**config.mk**
```make
export PLATFORM = sky130hd
export DESIGN_NAME = integer_to_ascii_formatter_flat
export DESIGN_NICKNAME = d
export VERILOG_FILES = /design/src/rtl/fmt_pkg.sv /design/src/rtl/fmt_if.sv /design/src/rtl/fmt_front.sv /design/src/rtl/fmt_queue.sv /design/src/rtl/fmt_back.sv /design/src/rtl/integer_to_ascii_formatter.sv /design/src/flat_wrapper.sv
export SDC_FILE = /design/constraint.sdc
export NUM_CORES = 1
export LEC_CHECK = 0
export BUFFER_PORTS_ARGS = -buffer_cell sky130_fd_sc_hd__buf_2
export CORE_MARGIN = 5
export CORE_UTILIZATION = 62
export CTS_CLUSTER_SIZE = 8
export DETAILED_ROUTE_END_ITERATION = 10
export PLACE_DENSITY = 0.8
export SYNTH_ARGS = -nofsm -noshare
export SYNTH_HDL_FRONTEND = slang
export SYNTH_HIERARCHICAL = 1
export SYNTH_SLANG_ARGS = --single-unit
```
**constraint.sdc**
```tcl
create_clock -name clk -period 11.4 [get_ports clk]
set_clock_uncertainty 0.05 [all_clocks]
set_input_delay 1.14 -clock clk [delete_from_list [all_inputs] [get_ports clk]]
set_output_delay 1.14 -clock clk [all_outputs]
set_load 0.005 [all_outputs]
```
**src/rtl/fmt_pkg.sv**
```systemverilog
// Shared types, constants and helpers for the integer to ASCII formatter.
`default_nettype none
package fmt_pkg;

  localparam int MAX_WIDTH   = 31;
  localparam int DIGIT_STORE = 20;
  localparam int ND_W        = $clog2(DIGIT_STORE + 1);
  localparam int IDX_W       = $clog2(DIGIT_STORE);

  localparam logic [7:0] CH_ZERO  = 8'h30;
  localparam logic [7:0] CH_MINUS = 8'h2D;
  localparam logic [7:0] CH_SPACE = 8'h20;
  localparam logic [7:0] CH_A     = 8'h41;

  localparam logic [1:0] FILL_NONE  = 2'd0;
  localparam logic [1:0] FILL_SPACE = 2'd1;
  localparam logic [1:0] FILL_ZERO  = 2'd2;

  // Classified job handed from the front to the back.
  typedef struct packed {
    logic [63:0] mag;
    logic        neg;
    logic        wide;
    logic        hex;
    logic        zero_fill;
    logic [4:0]  width;
  } job_t;

  typedef enum logic [2:0] {
    S_IDLE,
    S_DIV,
    S_SIGN,
    S_FILL,
    S_DIGIT
  } back_state_t;

  function automatic logic [7:0] digit_ascii(input logic [3:0] d);
    logic [7:0] ch;
    if (d < 4'd10) begin
      ch = CH_ZERO + {4'b0, d};
    end else begin
      ch = CH_A + {4'b0, d} - 8'd10;
    end
    return ch;
  endfunction

endpackage
`default_nettype wire

```
**src/rtl/fmt_if.sv**
```systemverilog
// Channel interfaces: formatting requests in, characters out.
`default_nettype none
interface fmt_in_if;
  logic        valid;
  logic        ready;
  logic [63:0] value;
  logic        is_signed;
  logic        is_wide;
  logic        hex_base;
  logic [1:0]  fill_mode;
  logic [4:0]  field_width;

  modport source(output valid, value, is_signed, is_wide, hex_base, fill_mode, field_width,
                 input ready);
  modport sink(input valid, value, is_signed, is_wide, hex_base, fill_mode, field_width,
               output ready);
endinterface

interface fmt_out_if;
  logic       valid;
  logic       ready;
  logic [7:0] character;
  logic       last_char;

  modport source(output valid, character, last_char, input ready);
  modport sink(input valid, character, last_char, output ready);
endinterface
`default_nettype wire

```
**src/rtl/fmt_front.sv**
```systemverilog
// Front end: accepts a request and classifies it into magnitude, sign and fill.
`default_nettype none
module fmt_front (
  fmt_in_if.sink        item,
  output fmt_pkg::job_t job,
  output logic          job_valid,
  input  logic          job_ready
);

  logic [63:0] masked;
  logic [63:0] negv;
  logic        negative;
  logic [4:0]  capped;

  always_comb begin
    masked   = item.is_wide ? item.value : {32'b0, item.value[31:0]};
    negative = item.is_signed & (item.is_wide ? item.value[63] : item.value[31]);
    negv     = 64'd0 - masked;
    capped   = (int'(item.field_width) > fmt_pkg::MAX_WIDTH) ?
               5'(fmt_pkg::MAX_WIDTH) : item.field_width;

    job.mag       = negative ? (item.is_wide ? negv : {32'b0, negv[31:0]}) : masked;
    job.neg       = negative;
    job.wide      = item.is_wide;
    job.hex       = item.hex_base;
    job.zero_fill = (item.fill_mode == fmt_pkg::FILL_ZERO);
    // Modes other than space or zero fill print no padding at all
    job.width     = (item.fill_mode == fmt_pkg::FILL_SPACE ||
                     item.fill_mode == fmt_pkg::FILL_ZERO) ? capped : 5'd0;
  end

  assign job_valid  = item.valid;
  assign item.ready = job_ready;

endmodule
`default_nettype wire

```
**src/rtl/fmt_queue.sv**
```systemverilog
// Two-entry job queue between front and back.
`default_nettype none
module fmt_queue (
  input  logic          clk,
  input  logic          rst,
  input  fmt_pkg::job_t push_data,
  input  logic          push_valid,
  output logic          push_ready,
  output fmt_pkg::job_t pop_data,
  output logic          pop_valid,
  input  logic          pop_ready
);

  fmt_pkg::job_t slots [2];
  logic          wptr;
  logic          rptr;
  logic [1:0]    count;
  logic          push;
  logic          pop;

  assign push_ready = (count != 2'd2);
  assign pop_valid  = (count != 2'd0);
  assign pop_data   = slots[rptr];
  assign push       = push_valid & push_ready;
  assign pop        = pop_valid & pop_ready;

  always_ff @(posedge clk) begin
    if (push) begin
      slots[wptr] <= push_data;
    end
  end

  always_ff @(posedge clk) begin
    if (rst) begin
      wptr  <= 1'b0;
      rptr  <= 1'b0;
      count <= 2'd0;
    end else begin
      if (push) wptr <= ~wptr;
      if (pop)  rptr <= ~rptr;
      count <= count + {1'b0, push} - {1'b0, pop};
    end
  end

endmodule
`default_nettype wire

```
**src/rtl/fmt_back.sv**
```systemverilog
// Back end: digit extraction by shift-subtract and character emission.
`default_nettype none
module fmt_back (
  input  logic          clk,
  input  logic          rst,
  input  fmt_pkg::job_t job,
  input  logic          job_valid,
  output logic          job_ready,
  fmt_out_if.source     text
);

  fmt_pkg::back_state_t     state, state_next;
  logic [63:0]              num, num_next;
  logic [3:0]               rem, rem_next;
  logic [2:0]               bcnt, bcnt_next;
  logic [fmt_pkg::ND_W-1:0] nd, nd_next;
  logic [4:0]               nfill, nfill_next;
  logic                     neg, wide, hex, zero_fill;
  logic [4:0]               width;
  logic [3:0]               digits [fmt_pkg::DIGIT_STORE];

  logic                     dig_we;
  logic [3:0]               dig_wd;
  logic                     load_job;
  logic                     out_load;
  logic [7:0]               out_char;
  logic                     out_last;
  logic                     can_load;

  // Eight restoring steps on one byte of the dividend
  logic [3:0]               r;
  logic [4:0]               t;
  logic [7:0]               qb;
  logic [63:0]              num_shift;
  logic [63:0]              dec_q;
  logic [63:0]              hex_q;
  logic                     byte_last;
  logic                     finish;
  logic [fmt_pkg::ND_W-1:0] nd_done;
  logic [fmt_pkg::ND_W-1:0] nd_m1;

  always_comb begin
    r = rem;
    for (int k = 7; k >= 0; k--) begin
      t = {r, num[56 + k]};
      if (t >= 5'd10) begin
        r     = 4'(t - 5'd10);
        qb[k] = 1'b1;
      end else begin
        r     = t[3:0];
        qb[k] = 1'b0;
      end
    end
    num_shift = {num[55:0], qb};
    dec_q     = wide ? num_shift : {32'b0, num_shift[31:0]};
    hex_q     = {4'b0, num[63:4]};
    byte_last = (bcnt == (wide ? 3'd7 : 3'd3));
  end

  assign can_load = !text.valid || text.ready;
  assign nd_m1    = nd - 1'b1;

  always_comb begin
    state_next = state;
    num_next   = num;
    rem_next   = rem;
    bcnt_next  = bcnt;
    nd_next    = nd;
    nfill_next = nfill;
    job_ready  = 1'b0;
    load_job   = 1'b0;
    dig_we     = 1'b0;
    dig_wd     = 4'd0;
    finish     = 1'b0;
    out_load   = 1'b0;
    out_char   = fmt_pkg::CH_ZERO;
    out_last   = 1'b0;
    nd_done    = nd;

    case (state)
      fmt_pkg::S_IDLE: begin
        job_ready = 1'b1;
        if (job_valid) begin
          load_job   = 1'b1;
          // Decimal 32-bit operands sit in the top half so only four bytes are walked
          num_next   = (job.wide || job.hex) ? job.mag : {job.mag[31:0], 32'b0};
          rem_next   = 4'd0;
          bcnt_next  = 3'd0;
          nd_next    = '0;
          state_next = fmt_pkg::S_DIV;
        end
      end
      fmt_pkg::S_DIV: begin
        if (hex) begin
          dig_we   = 1'b1;
          dig_wd   = num[3:0];
          num_next = hex_q;
          finish   = (hex_q == 64'd0);
        end else begin
          rem_next  = r;
          num_next  = num_shift;
          bcnt_next = bcnt + 3'd1;
          if (byte_last) begin
            dig_we    = 1'b1;
            dig_wd    = r;
            rem_next  = 4'd0;
            bcnt_next = 3'd0;
            num_next  = wide ? dec_q : {dec_q[31:0], 32'b0};
            finish    = (dec_q == 64'd0);
          end
        end
        if (dig_we && int'(nd) < fmt_pkg::DIGIT_STORE) begin
          nd_done = nd + 1'b1;
        end
        nd_next = nd_done;
        if (finish) begin
          nfill_next = (int'(width) > int'(nd_done)) ? 5'(int'(width) - int'(nd_done)) : 5'd0;
          if (neg) begin
            state_next = fmt_pkg::S_SIGN;
          end else if (int'(width) > int'(nd_done)) begin
            state_next = fmt_pkg::S_FILL;
          end else begin
            state_next = fmt_pkg::S_DIGIT;
          end
        end
      end
      fmt_pkg::S_SIGN: begin
        if (can_load) begin
          out_load   = 1'b1;
          out_char   = fmt_pkg::CH_MINUS;
          state_next = (nfill != 5'd0) ? fmt_pkg::S_FILL : fmt_pkg::S_DIGIT;
        end
      end
      fmt_pkg::S_FILL: begin
        if (can_load) begin
          out_load   = 1'b1;
          out_char   = zero_fill ? fmt_pkg::CH_ZERO : fmt_pkg::CH_SPACE;
          nfill_next = nfill - 5'd1;
          if (nfill == 5'd1) state_next = fmt_pkg::S_DIGIT;
        end
      end
      fmt_pkg::S_DIGIT: begin
        if (can_load) begin
          out_load = 1'b1;
          out_char = fmt_pkg::digit_ascii(digits[nd_m1[fmt_pkg::IDX_W-1:0]]);
          out_last = (nd == fmt_pkg::ND_W'(1));
          nd_next  = nd_m1;
          if (nd == fmt_pkg::ND_W'(1)) state_next = fmt_pkg::S_IDLE;
        end
      end
      default: begin
        state_next = fmt_pkg::S_IDLE;
      end
    endcase
  end

  always_ff @(posedge clk) begin
    if (rst) begin
      state <= fmt_pkg::S_IDLE;
    end else begin
      state <= state_next;
    end
  end

  always_ff @(posedge clk) begin
    if (rst) begin
      nd    <= '0;
      nfill <= 5'd0;
      bcnt  <= 3'd0;
    end else begin
      nd    <= nd_next;
      nfill <= nfill_next;
      bcnt  <= bcnt_next;
    end
  end

  always_ff @(posedge clk) begin
    num <= num_next;
    rem <= rem_next;
    if (load_job) begin
      neg       <= job.neg;
      wide      <= job.wide;
      hex       <= job.hex;
      zero_fill <= job.zero_fill;
      width     <= job.width;
    end
    if (dig_we && int'(nd) < fmt_pkg::DIGIT_STORE) begin
      digits[nd[fmt_pkg::IDX_W-1:0]] <= dig_wd;
    end
  end

  // Output register
  always_ff @(posedge clk) begin
    if (rst) begin
      text.valid <= 1'b0;
    end else if (out_load) begin
      text.valid <= 1'b1;
    end else if (text.ready) begin
      text.valid <= 1'b0;
    end
  end

  always_ff @(posedge clk) begin
    if (out_load) begin
      text.character <= out_char;
      text.last_char <= out_last;
    end
  end

`ifndef SYNTHESIS
  a_digit_nonempty: assert property (@(posedge clk) disable iff (rst)
    (state == fmt_pkg::S_DIGIT) |-> (nd != '0))
    else $error("digit emission with empty digit store");

  a_fill_nonzero: assert property (@(posedge clk) disable iff (rst)
    (state == fmt_pkg::S_FILL) |-> (nfill != 5'd0))
    else $error("fill emission with zero fill count");

  a_narrow_bytes: assert property (@(posedge clk) disable iff (rst)
    (state == fmt_pkg::S_DIV && !hex && !wide) |-> (bcnt <= 3'd3))
    else $error("32-bit division walked past four bytes");

  a_last_ends: assert property (@(posedge clk) disable iff (rst)
    (out_load && out_last) |=> (state == fmt_pkg::S_IDLE))
    else $error("last character not followed by idle");
`endif

endmodule
`default_nettype wire

```
**src/rtl/integer_to_ascii_formatter.sv**
```systemverilog
// Top level: integer to ASCII formatter, front classifier, job queue and digit back end.
// The back end picks up a job while idle, then divides out the digits one at a time with
//   the byte-serial shift-subtract divider: eight bytes per digit (64-bit decimal), four bytes
//   (32-bit decimal) or one nibble shift (hex); then one character per cycle while the receiver
//   is ready. It takes no new job until the last character of the current one is loaded.
// A two-entry queue lets the front accept up to two more items while one is being worked.
// Reset (rst, synchronous) empties the queue, idles the back end and drops the output beat.
`default_nettype none
module integer_to_ascii_formatter (
  input  logic       clk,
  input  logic       rst,
  fmt_in_if.sink     item,
  fmt_out_if.source  text
);

  // Front to queue
  fmt_pkg::job_t front_job;
  logic          front_valid;
  logic          front_ready;

  // Queue to back end
  fmt_pkg::job_t back_job;
  logic          back_valid;
  logic          back_ready;

  // Classifies sign, masks narrow operands, resolves the fill request
  fmt_front u_front (
    .item      (item),
    .job       (front_job),
    .job_valid (front_valid),
    .job_ready (front_ready)
  );

  // Decouples accepting requests from the slow digit loop
  fmt_queue u_queue (
    .clk        (clk),
    .rst        (rst),
    .push_data  (front_job),
    .push_valid (front_valid),
    .push_ready (front_ready),
    .pop_data   (back_job),
    .pop_valid  (back_valid),
    .pop_ready  (back_ready)
  );

  // Divides out digits, then streams sign, fill and digits, one beat each
  fmt_back u_back (
    .clk       (clk),
    .rst       (rst),
    .job       (back_job),
    .job_valid (back_valid),
    .job_ready (back_ready),
    .text      (text)
  );

endmodule
`default_nettype wire

```
**src/flat_wrapper.sv**
```systemverilog
// flat-port wrapper written by rule: the top's interface ports become plain ports
module integer_to_ascii_formatter_flat 
  (clk, rst, item_valid, item_value, item_is_signed, item_is_wide, item_hex_base, item_fill_mode, item_field_width, item_ready, text_valid, text_character, text_last_char, text_ready);
  fmt_in_if item_i ();
  fmt_out_if text_i ();
  input  logic clk;
  input  logic rst;
  input wire logic [$bits(item_i.valid)-1:0] item_valid;
  input wire logic [$bits(item_i.value)-1:0] item_value;
  input wire logic [$bits(item_i.is_signed)-1:0] item_is_signed;
  input wire logic [$bits(item_i.is_wide)-1:0] item_is_wide;
  input wire logic [$bits(item_i.hex_base)-1:0] item_hex_base;
  input wire logic [$bits(item_i.fill_mode)-1:0] item_fill_mode;
  input wire logic [$bits(item_i.field_width)-1:0] item_field_width;
  output wire logic [$bits(item_i.ready)-1:0] item_ready;
  output wire logic [$bits(text_i.valid)-1:0] text_valid;
  output wire logic [$bits(text_i.character)-1:0] text_character;
  output wire logic [$bits(text_i.last_char)-1:0] text_last_char;
  input wire logic [$bits(text_i.ready)-1:0] text_ready;
  assign item_i.valid = item_valid;
  assign item_i.value = item_value;
  assign item_i.is_signed = item_is_signed;
  assign item_i.is_wide = item_is_wide;
  assign item_i.hex_base = item_hex_base;
  assign item_i.fill_mode = item_fill_mode;
  assign item_i.field_width = item_field_width;
  assign item_ready = item_i.ready;
  assign text_valid = text_i.valid;
  assign text_character = text_i.character;
  assign text_last_char = text_i.last_char;
  assign text_i.ready = text_ready;
  integer_to_ascii_formatter u_core (.clk(clk), .rst(rst), .item(item_i), .text(text_i));
endmodule
```
* After elaboration in Yosys (flattened, before gate mapping)
Memories as Yosys holds them, arrays and structs flattened. A register that Yosys moved wholly into a read port is not among the register bits.
Index checks and enable logic that the tools add are counted.
** Operators by class
- $add $sub $neg :: 19
- Magnitude comparators :: 11
- Equal/unequal tests :: 18
- Muxes and demuxes :: 86
- Bitwise operators :: 5
- Reduce and logical (&&, ||, !) cells :: 22
** Operator list (number)
- 2-to-1 mux 64 bit :: 9
- logical NOT 64 bit :: 2
- case mux 64 bit (2 select lines) :: 1
- subtractor 1 x 64 -> 64 bit (first input constant) :: 1
- 2-to-1 mux 4 bit :: 14
- 2-to-1 mux 5 bit :: 11
- 2-to-1 mux 3 bit :: 14
- >= comparator 5 x 4 -> 1 bit (second input constant) :: 8
- subtractor 4 bit (second input constant) :: 8
- 2-to-1 mux 1 bit :: 29
- case mux 8 bit (3 select lines) :: 1
- 2-to-1 mux 8 bit :: 2
- != test 2 bit (second input constant) :: 8
- case mux 3 bit (5 select lines) :: 1
- case mux 5 bit (3 select lines) :: 1
- equality test 5 x 1 -> 1 bit (second input constant) :: 2
- case mux 5 bit (2 select lines) :: 1
- subtractor 5 x 1 -> 5 bit (second input constant) :: 2
- AND reduction 3 bit :: 3
- adder 7 x 4 -> 8 bit (first input constant) :: 1
- case mux 4 bit (2 select lines) :: 1
- nonzero test 2 bit :: 4
- subtractor 8 x 4 -> 8 bit (second input constant) :: 1
- adder 6 x 4 -> 7 bit (first input constant) :: 1
- 27 further kinds :: 35
** Storage, ports and cells
- Register bits after elaboration :: 107
- Memory bits (writable) :: 226
- Input bits :: 78
- Output and inout bits :: 11
- Word-level logic and storage cells :: 180
- Memories kept :: 2
** Memories
- u_core.u_queue.slots :: words 2, width 73, read ports 1, clocked after memory_dff 1, write ports 1, RTL line fmt_queue.sv:14 : fmt_pkg::job_t slots [2];
- u_core.u_back.digits :: words 20, width 4, read ports 1, clocked after memory_dff 0, write ports 1, RTL line fmt_back.sv:20 : logic [3:0] digits [fmt_pkg::DIGIT_STORE];

* Logic depth before layout (Yosys ltp)
Gate-level depths: netlist (run 1).
- Word-level depth :: 23
- Depth in mapped cells :: 52
- Depth with buffers taken out :: 49

* By module
The synthesis (run 1) kept the hierarchy.
** By module, submodules not included
- fmt_back :: times used 1, cells an instance 1073, area each 10784.1 um2, seq. area each 5295.1 um2
- fmt_queue :: times used 1, cells an instance 256, area each 5530.3 um2, seq. area each 4484.3 um2
- fmt_front :: times used 1, cells an instance 388, area each 2476.1 um2, seq. area each 0.0 um2

* Least setup slack after synthesis (run 1)
No wires, ideal clock.
- Path type :: reg2reg
- From :: register u_core.u_back.rem[0]
- To :: memory u_core.u_back.digits[0][2] (data pin)
- Setup time :: 0.372 ns
- Arrival time :: 10.034 ns
- Data required time :: 10.978 ns
- Setup slack :: 0.944 ns
- Cell stages (with the launch flop) :: 51
- Path buffers :: 4
- Clock period less this slack :: 10.456 ns
- Cells stage by stage :: edfxtp_1 > inv_1 > ha_1 > nor2b_1 > buf_2 > o31ai_1 > ha_1 > o41ai_2 > o22ai_1 > nand2_1 > xnor2_1 > ha_1 > buf_1 > a21oi_1 > o2111ai_1 > nand3_1 > nor2_1 > a21oi_2 > [... 15 more ...] > o311a_1 > a31oi_1 > o311ai_1 > o21ai_0 > o21ai_0 > ha_1 > inv_1 > nor2_1 > a31oi_1 > xnor2_1 > ha_1 > inv_1 > a2111oi_0 > a311oi_1 > nor2_1 > o21ai_1 > mux2_2 > o31ai_1
** On the way
- Word-level cells in the longest chain between the ends :: 19
- Elaborated cells between the ends (all ways) :: 27
- Classes of those cells :: 8 x add/sub; 8 x order compare; 11 x mux
** RTL lines
- start: declaration :: RTL line fmt_back.sv:14 : logic [3:0] rem, rem_next;
- start signal: assignment :: RTL line fmt_back.sv:179 : rem <= rem_next;
- subtractor 4 bit or >= comparator 5 x 4 -> 1 bit (tied branches) :: RTL line fmt_back.sv:47, fmt_back.sv:46
- 2-to-1 mux 4 bit (*) :: RTL line fmt_back.sv:46 : if (t >= 5'd10) begin
- subtractor 4 bit or >= comparator 5 x 4 -> 1 bit (tied branches) :: RTL line fmt_back.sv:47, fmt_back.sv:46
- 2-to-1 mux 4 bit (*) :: RTL line fmt_back.sv:46
- subtractor 4 bit or >= comparator 5 x 4 -> 1 bit (tied branches) :: RTL line fmt_back.sv:47, fmt_back.sv:46
- 2-to-1 mux 4 bit (*) :: RTL line fmt_back.sv:46
- >= comparator 5 x 4 -> 1 bit or subtractor 4 bit (tied branches) :: RTL line fmt_back.sv:46, fmt_back.sv:47
- 2-to-1 mux 4 bit (*) :: RTL line fmt_back.sv:46
- [... 4 more ...]
- >= comparator 5 x 4 -> 1 bit or subtractor 4 bit (tied branches) :: RTL line fmt_back.sv:46, fmt_back.sv:47
- 2-to-1 mux 4 bit (*) :: RTL line fmt_back.sv:46
- subtractor 4 bit or >= comparator 5 x 4 -> 1 bit (tied branches) :: RTL line fmt_back.sv:47, fmt_back.sv:46
- 2-to-1 mux 4 bit (*) :: RTL line fmt_back.sv:46
- 2-to-1 mux 4 bit (*) :: RTL line fmt_back.sv:103 : if (byte_last) begin
- 2-to-1 mux 4 bit (*) :: RTL line fmt_back.sv:94 : if (hex) begin
- 2-to-1 mux 4 bit (*) :: RTL line fmt_back.sv:80 : case (state)
- via u_core.u_back.dig_wd[2] :: RTL line fmt_back.sv:23 : logic [3:0] dig_wd;
- end: declaration :: RTL line fmt_back.sv:20
Mark *: on every way through the listed nets, which the timed path passes. The rest lies on a longest branch.

* Worst setup path after layout (run 1)
- From :: register u_core.u_back.rem[0]
- To :: memory u_core.u_back.digits[3][2] (data pin)
Same word-level chain as after synthesis.

==> insert_results.sql, run 1 <==
INSERT INTO impl_metrics (metric_group, metric, value, unit) VALUES
('status', 'outcome', 'completed', ''),
('placement', 'dpl_cell_area', '19400', 'um^2'),
('clock_network', 'clk_pin_slew_worst_paths', '0.06', 'ns'),
('sta', 'min_period', '10.68', 'ns'),
('placement', 'buffer_ports.inserted', '87', ''),
('final_layout', 'finalInstanceArea', '20700', 'um^2'),
('critical_path', 'r2r-end', 'u_core/u_back/digits[3][2]', ''),
('critical_path', 'cp_slowest_stage_delay', '0.50', 'ns'),
('clock_network', 'cts_hold_buf', '0', ''),
('yosys', 'synth_area_per_cell', '10.9', 'um^2'),
('flow_run', 'timing.max_cap.violations', '0', ''),
('sta', 'max_freq', '93.7', 'MHz'),
('yosys', 'synth_enable_flop_cells', '311', ''),
('yosys', 'yosysMostFrequentCell', 'edfxtp_1', ''),
('route', 'drt_pass1_iterations', '6', ''),
('sta', 'finalHoldViolations', '0', ''),
('yosys', 'yosysUniqueCellTypes', '103', ''),
('hold_path', 'hold_path_startpoint', 'u_core/u_back/bcnt[1]', ''),
('floorplanning', 'die-width', '184', 'um'),
('yosys', 'post-synth-top-area-fraction', '0.497', ''),
('yosys', 'synth.area.top_cells', 'edfxtp_1, nand2_1, mux2_1, a21oi_1, mux4_2', ''),
('route', 'detailedRoute.firstIterationViolations', '1783', ''),
('floorplanning', 'die-area', '33900', 'um^2'),
('placement', 'gp_routability_congestion', '0.969', ''),
('critical_path', 'timing_worst_setup_path_type', 'register to register', ''),
('clock_network', 'cts_setup_buffers', '0', ''),
('yosys', 'syn-cell-area', '18800', 'um^2'),
('sta', 'max_slew_margin', '0.197', ''),
('global_route', 'grt_pass1_vias', '14069', ''),
('critical_path', 'r2r_cells', '49', ''),
('final_layout', 'final_layout_size_suffix_gt1_frac', '0.145', ''),
('floorplanning', 'core_region_area', '29800', 'um^2'),
('floorplanning', 'die_h', '184', 'um'),
('yosys', 'synthTopCellsByCount', 'edfxtp_1, nand2_1, a21oi_1, nor2_1, clkbuf_1', ''),
('route', 'post-route-drc-count', '0', ''),
('global_route', 'grt_remaining_overflow', '0', ''),
('yosys', 'netlist.top_cell.by_area', 'edfxtp_1', ''),
('yosys', 'synth_cells', '1717', ''),
('final_layout', 'nNetsFinal', '1866', ''),
('route', 'post_drt_via_cell_ratio', '6.80', ''),
('clock_network', 'ctsHtreeMaxLevel', '2', ''),
('clock_network', 'ctsLongestPathBuffers', '3', ''),
('yosys', 'synth_sequential_area_ratio', '0.520', ''),
('yosys', 'synthesis.nets', '1822', ''),
('yosys', 'async_flop_share', '0', ''),
('route', 'detail_route.wl_per_cell', '23.0', 'um'),
('clock_network', 'numCtsBuffers', '47', ''),
('critical_path', 'cp_slowest_cell', 'edfxtp_1', ''),
('sta', 'finalSetupViolCount', '0', ''),
('critical_path', 'timing.critical_path.arrival', '10.97', 'ns'),
('final_layout', 'antenna-diode-count', '0', ''),
('floorplanning', 'io_pins', '89', ''),
('clock_network', 'clk_root_buffer_cell', 'clkbuf_16', ''),
('global_route', 'largest_net_degree_at_the_start_of_global_routing', '119', ''),
('final_layout', 'n_fill_cell', '2174', ''),
('critical_path', 'worstSetupEndpointType', 'register', ''),
('global_route', 'grt_pass1_wl', '76800', 'um'),
('critical_path', 'critical_path.startpoint_type', 'register', ''),
('critical_path', 'timing.critical_path.fanout_max', '20', ''),
('yosys', 'synth_ff_type', 'edfxtp_1', ''),
('hold_path', 'hold_end', 'u_core/u_back/bcnt[1]', ''),
('placement', 'dp_hpwl', '34500', 'um'),
('route', 'ant_nets', '0', ''),
('sta', 'post-route-period-util', '0.936', ''),
('sta', 'slew_violations', '0', ''),
('floorplanning', 'core.rowCount', '63', ''),
('yosys', 'yosysWarningCount', '6', ''),
('critical_path', 'r2r_setup_slack', '0.72', 'ns'),
('global_route', 'antenna_found_initial', '0', ''),
('sta', 'worstMarginPinSlew', '1.20', 'ns'),
('floorplanning', 'start_util', '0.631', ''),
('global_route', 'track_usage', '0.286', ''),
('clock_network', 'cts.sinks', '333', ''),
('critical_path', 'critPathRequiredTime', '11.70', 'ns'),
('yosys', 'yosys_register_bits', '333', ''),
('route', 'totalWireLength', '49700', 'um'),
('final_layout', 'syn2layout_area_growth', '10.1', '%'),
('clock_network', 'clock_tree_from_tritoncts', 'yes', ''),
('hold_path', 'hold_path_depth', '2', ''),
('critical_path', 'critical_path.reg2reg.startpoint', 'u_core/u_back/rem[0]', ''),
('clock_network', 'clk_latency', '0.54', 'ns'),
('route', 'dr_total_vias', '14700', ''),
('hold_path', 'classification_of_the_worst_slack_hold_path', 'register to register', '');
-- through the flow --
step                      TNS, ns  worst slack, ns  hold slack (ns)   util  std cells
after floorplan                 0            0.944            0.386      -       1717
after global placement          0            0.670            0.394  0.651       2102
after detailed placement        0            0.303            0.420  0.651       2102
after CTS                       0            0.202            0.428  0.692       2161
after global routing       -0.809          -0.0443            0.451  0.694       2161
final                           0            0.725            0.432  0.694       2161
-- repair_timing --
action                     CTS  global route
resized for setup            0            12
setup endpoints to repair    0            52
hold endpoints to repair     0             0
-- logic make-up (layout without fill, tap and decap cells) --
kind of cell,count (synthesis),in the layout,synth area share
other cells,1,1,0.000200
xor+xnor,47,47,0.0219
buf+inv,150,204,0.0338
simple gates,621,621,0.170
mux,133,133,0.0896
fa+ha+maj,27,27,0.0184
flops,333,333,0.520
compound gates,405,405,0.145
-- metal layers --
| metal | vias to the layer above | GRT usage | part of all wire |
|---|---|---|---|
| met4 | 0 | 0.127 | 0.048 |
| met2 | 835 | 0.487 | 0.49 |
| met3 | 152 | 0.0403 | 0.080 |
| li1 | 6670 | - | - |
| met1 | 7043 | 0.365 | 0.38 |
| met5 | - | 0 | 0 |
-- worst max-delay path by stage --
stage | startpoint | depth (start not counted) | slack [ns] | end
finish | u_core/u_back/rem[0] | 49 | 0.72 | u_core/u_back/digits[3][2]
global route | u_core/u_back/rem[0] | 50 | -0.04 | u_core/u_back/digits[8][2]
CTS | u_core/u_back/rem[0] | 48 | 0.20 | u_core/u_back/digits[5][1]
detailed placement | u_core/u_back/rem[0] | 48 | 0.30 | u_core/u_back/digits[11][1]
global placement | u_core/u_back/rem[0] | 48 | 0.67 | u_core/u_back/digits[1][1]
floorplan | u_core/u_back/rem[0] | 50 | 0.94 | u_core/u_back/digits[0][2]
-- placed cells by master (no fill, tap or decap), types with 20 or more instances in the layout --
cell type,instances
or3_1,21
mux2i_1,32
dfxtp_1,21
nand2_1,190
nand4_1,23
clkbuf_16,47
mux2_1,62
nor4_1,38
xnor2_1,31
o21ai_0,76
nor2_1,104
nand2b_1,29
a31oi_1,43
nor3_1,39
edfxtp_1,311
inv_1,38
and3_1,36
mux4_2,20
a211oi_1,33
nand3_1,57
buf_2,87
a21oi_1,110
ha_1,23
-- layout make-up --
class | instances | area [um^2] | area share
inverters | 39 | 146 | 0.00708
well taps | 390 | 488 | 0.0236
flip-flops and latches | 333 | 9780 | 0.473
clock inverters | 4 | 30.0 | 0.00145
repair buffers | 106 | 578 | 0.0279
clock buffers | 55 | 1210 | 0.0583
multi-input cells | 1234 | 8460 | 0.409
-- state kept, by name, indices dropped and copies added, names as in the netlist, named ones only --
name	count
u_core/u_queue/slots	146
u_core/u_back/digits	80
u_core/u_back/num	64
u_core/u_back/text.character	7
u_core/u_back/nd	5
u_core/u_back/nfill	5
u_core/u_back/width	5
u_core/u_back/rem	4
u_core/u_back/bcnt	3
u_core/u_back/state	3
u_core/u_queue/count	2
u_core/u_back/hex	1
u_core/u_back/neg	1
u_core/u_back/text.last_char	1
u_core/u_back/text.valid	1
u_core/u_back/wide	1
u_core/u_back/zero_fill	1
u_core/u_queue/rptr	1
u_core/u_queue/wptr	1
-- worst max-delay path: cells and delay by family (launching register included) --
kind            cells  cell delay [ns]
mux                 1             0.41
flops               1             0.50
simple gates       10             1.36
buf+inv             6             0.89
xor+xnor            3             0.48
compound gates     21             4.62
fa+ha+maj           8             2.14
Power of run 1 is left out: the tool's default activity adds up to more than one toggle a clock period on the data nets, which glitch-free logic cannot reach.
==> run 2, diff against run 1 <==
CORE_UTILIZATION = 56   (was 62)
PLACE_DENSITY = 0.77   (was 0.8)
clock period = 9.7 ns   (was 11.4 ns; I/O delays follow)
==> run 2 against run 1 <==
Against the previous run: first-iteration DRC count up 18%; design area up 2.4%; maximum frequency is 15% higher; core utilization shrank 5.9 points; register-to-register slack got worse by 0.32 ns; sequential cell count did not move; final cell count up 5.0%; global-route usage down 1.9 points; setup slack got worse by 0.32 ns; critical endpoint is now u_core/u_back/digits[6][2].
==> insert_results.sql, run 2 (synthesized netlist as in run 1, its figures left out) <==
INSERT INTO impl_metrics (metric_group, metric, value, unit) VALUES
('status', 'outcome', 'completed', ''),
('clock_network', 'clock_tree_from_tritoncts', 'yes', ''),
('critical_path', 'worstSetupEndpointType', 'register', ''),
('floorplanning', 'die-width', '193', 'um'),
('hold_path', 'hold_path_depth', '2', ''),
('global_route', 'antenna_found_initial', '0', ''),
('final_layout', 'mostFrequentLayoutCell', 'edfxtp_1', ''),
('final_layout', 'syn2layout_area_growth', '12.7', '%'),
('floorplanning', 'die_h', '193', 'um'),
('global_route', 'grt_pass1_wl', '77900', 'um'),
('critical_path', 'r2r-end', 'u_core/u_back/digits[6][2]', ''),
('global_route', 'grt_remaining_overflow', '0', ''),
('global_route', 'groute.layer.met2.usage', '0.414', ''),
('floorplanning', 'core_region_area', '33400', 'um^2'),
('final_layout', 'max_flop_register', 'u_core/u_queue/slots', ''),
('sta', 'finalSetupViolCount', '0', ''),
('clock_network', 'cts_hold_buf', '0', ''),
('critical_path', 'timing_worst_setup_path_type', 'register to register', ''),
('critical_path', 'cp_slowest_cell', 'mux2_2', ''),
('placement', 'gp_routability_congestion', '0.959', ''),
('clock_network', 'clk_latency', '0.55', 'ns'),
('route', 'dr_total_vias', '14923', ''),
('clock_network', 'clk_root_buffer_cell', 'clkbuf_16', ''),
('sta', 'max_slew_margin', '0.255', ''),
('global_route', 'met1_usage', '0.396', ''),
('critical_path', 'critPathRequiredTime', '10.06', 'ns'),
('hold_path', 'hold_path_startpoint', 'u_core/u_back/bcnt[1]', ''),
('sta', 'worstMarginPinSlew', '1.12', 'ns'),
('final_layout', 'largest_register_ff_count', '146', ''),
('route', 'totalWireLength', '50900', 'um'),
('global_route', 'grt_busiest_layer', 'met2', ''),
('sta', 'post-route-period-util', '0.958', ''),
('route', 'post-route-drc-count', '0', ''),
('sta', 'fin_setup_tns', '0', 'ns'),
('floorplanning', 'start_util', '0.563', ''),
('clock_network', 'cts.sinks', '333', ''),
('final_layout', 'finalNonFillerCells', '2270', ''),
('sta', 'min_period', '9.29', 'ns'),
('hold_path', 'classification_of_the_worst_slack_hold_path', 'register to register', ''),
('route', 'ant_nets', '0', ''),
('global_route', 'largest_net_degree_at_the_start_of_global_routing', '113', ''),
('critical_path', 'timing.critical_path.arrival', '9.65', 'ns'),
('final_layout', 'nNetsFinal', '1903', ''),
('critical_path', 'critical_path.reg2reg.startpoint', 'u_core/u_back/rem[1]', ''),
('placement', 'buffer_ports.inserted', '87', ''),
('critical_path', 'r2r_setup_slack', '0.41', 'ns'),
('final_layout', 'most-common-layout-cells', 'edfxtp_1, nand2_1, a21oi_1, nor2_1, buf_2', ''),
('sta', 'max_freq', '108', 'MHz'),
('flow_run', 'timing.max_cap.violations', '0', ''),
('route', 'detailedRoute.firstIterationViolations', '2107', ''),
('sta', 'finalWorstSetupSlack', '0.409', 'ns'),
('placement', 'post_placement_worst_setup_slack', '-0.210', 'ns'),
('floorplanning', 'die-area', '37300', 'um^2'),
('route', 'drt_pass1_iterations', '6', ''),
('route', 'post_drt_via_cell_ratio', '6.57', ''),
('sta', 'slew_violations', '0', ''),
('global_route', 'grt_pass1_vias', '13719', ''),
('critical_path', 'timing.critical_path.mode_cell', 'ha_2', ''),
('hold_path', 'hold_end', 'u_core/u_back/bcnt[1]', ''),
('final_layout', 'antenna-diode-count', '0', ''),
('sta', 'finalHoldViolations', '0', ''),
('global_route', 'track_usage', '0.266', ''),
('critical_path', 'timing.critical_path.fanout_max', '7', ''),
('clock_network', 'ctsHtreeMaxLevel', '2', ''),
('clock_network', 'clk_pin_slew_worst_paths', '0.05', 'ns'),
('route', 'detail_route.wl_per_cell', '22.4', 'um'),
('clock_network', 'numCtsBuffers', '47', ''),
('floorplanning', 'core.rowCount', '67', ''),
('placement', 'dp_hpwl', '34900', 'um'),
('clock_network', 'ctsLongestPathBuffers', '3', ''),
('placement', 'placedCellCount', '2179', ''),
('critical_path', 'cp_slowest_stage_delay', '0.39', 'ns'),
('final_layout', 'final_layout_size_suffix_gt1_frac', '0.170', ''),
('floorplanning', 'io_pins', '89', ''),
('critical_path', 'critical_path.startpoint_type', 'register', ''),
('critical_path', 'r2r_cells', '52', ''),
('global_route', 'grtUsageMet3', '0.0402', '');
-- run 2: area by class of cell --
| class | count | area (um^2) |
|---|---|---|
| fillers | 2673 | 12200 |
| flip-flops and latches | 333 | 9780 |
| multi-input cells | 1234 | 8530 |
| clock buffers | 70 | 1260 |
| repair buffers | 143 | 871 |
| well taps | 448 | 561 |
| inverters | 39 | 146 |
| clock inverters | 3 | 36.3 |
-- run 2: routing by layer --
metal	vias up	part of all wire
li1	6751	-
met1	7270	0.42
met2	809	0.47
met3	93	0.088
met4	0	0.024
met5	-	0
-- run 2: worst max-delay path by stage --
stage | from | to | slack [ns] | cells after the start
6_report | u_core/u_back/rem[1] | u_core/u_back/digits[6][2] | 0.41 | 52
5_1_grt | u_core/u_back/rem[0] | u_core/u_back/state[0] | -0.07 | 51
4_1_cts | u_core/u_back/rem[0] | u_core/u_back/digits[6][2] | 0.02 | 50
3_5_place_dp | u_core/u_back/rem[0] | u_core/u_back/digits[15][2] | -0.21 | 47
3_3_place_gp | u_core/u_back/rem[0] | u_core/u_back/digits[17][2] | 0.14 | 49
2_1_floorplan | u_core/u_back/rem[0] | u_core/u_back/digits[0][2] | 0.04 | 51
-- run 2: what timing repair did --
item / CTS / global route
gates cloned: 0 / 3
endpoints found under the setup margin: 44 / 72
gates resized for setup: 9 / 30
hold endpoints to repair: 0 / 0
buffers inserted: 0 / 15
pin swaps: 0 / 13
-- run 2: stage by stage --
step	area, um^2	hold WS, ns	utilization
CTS	21000	0.424	0.628
floorplan	18800	0.386	-
detailed placement	19600	0.416	0.588
finish	21200	0.438	0.635
global route	21200	0.448	0.635
global placement	19600	0.392	0.588
-- run 2: worst max-delay path: cells and delay by family, from the launching register on --
kind,cells,cell delay [ns]
AO/OA/AOI/OAI,23,3.82
XOR/XNOR,3,0.47
adder cells (fa/ha/maj),8,1.79
buffers and inverters,9,0.99
flip-flops,1,0.38
multiplexers,1,0.39
AND/OR/NAND/NOR,8,1.26
Power of run 2 is left out for the same reason.
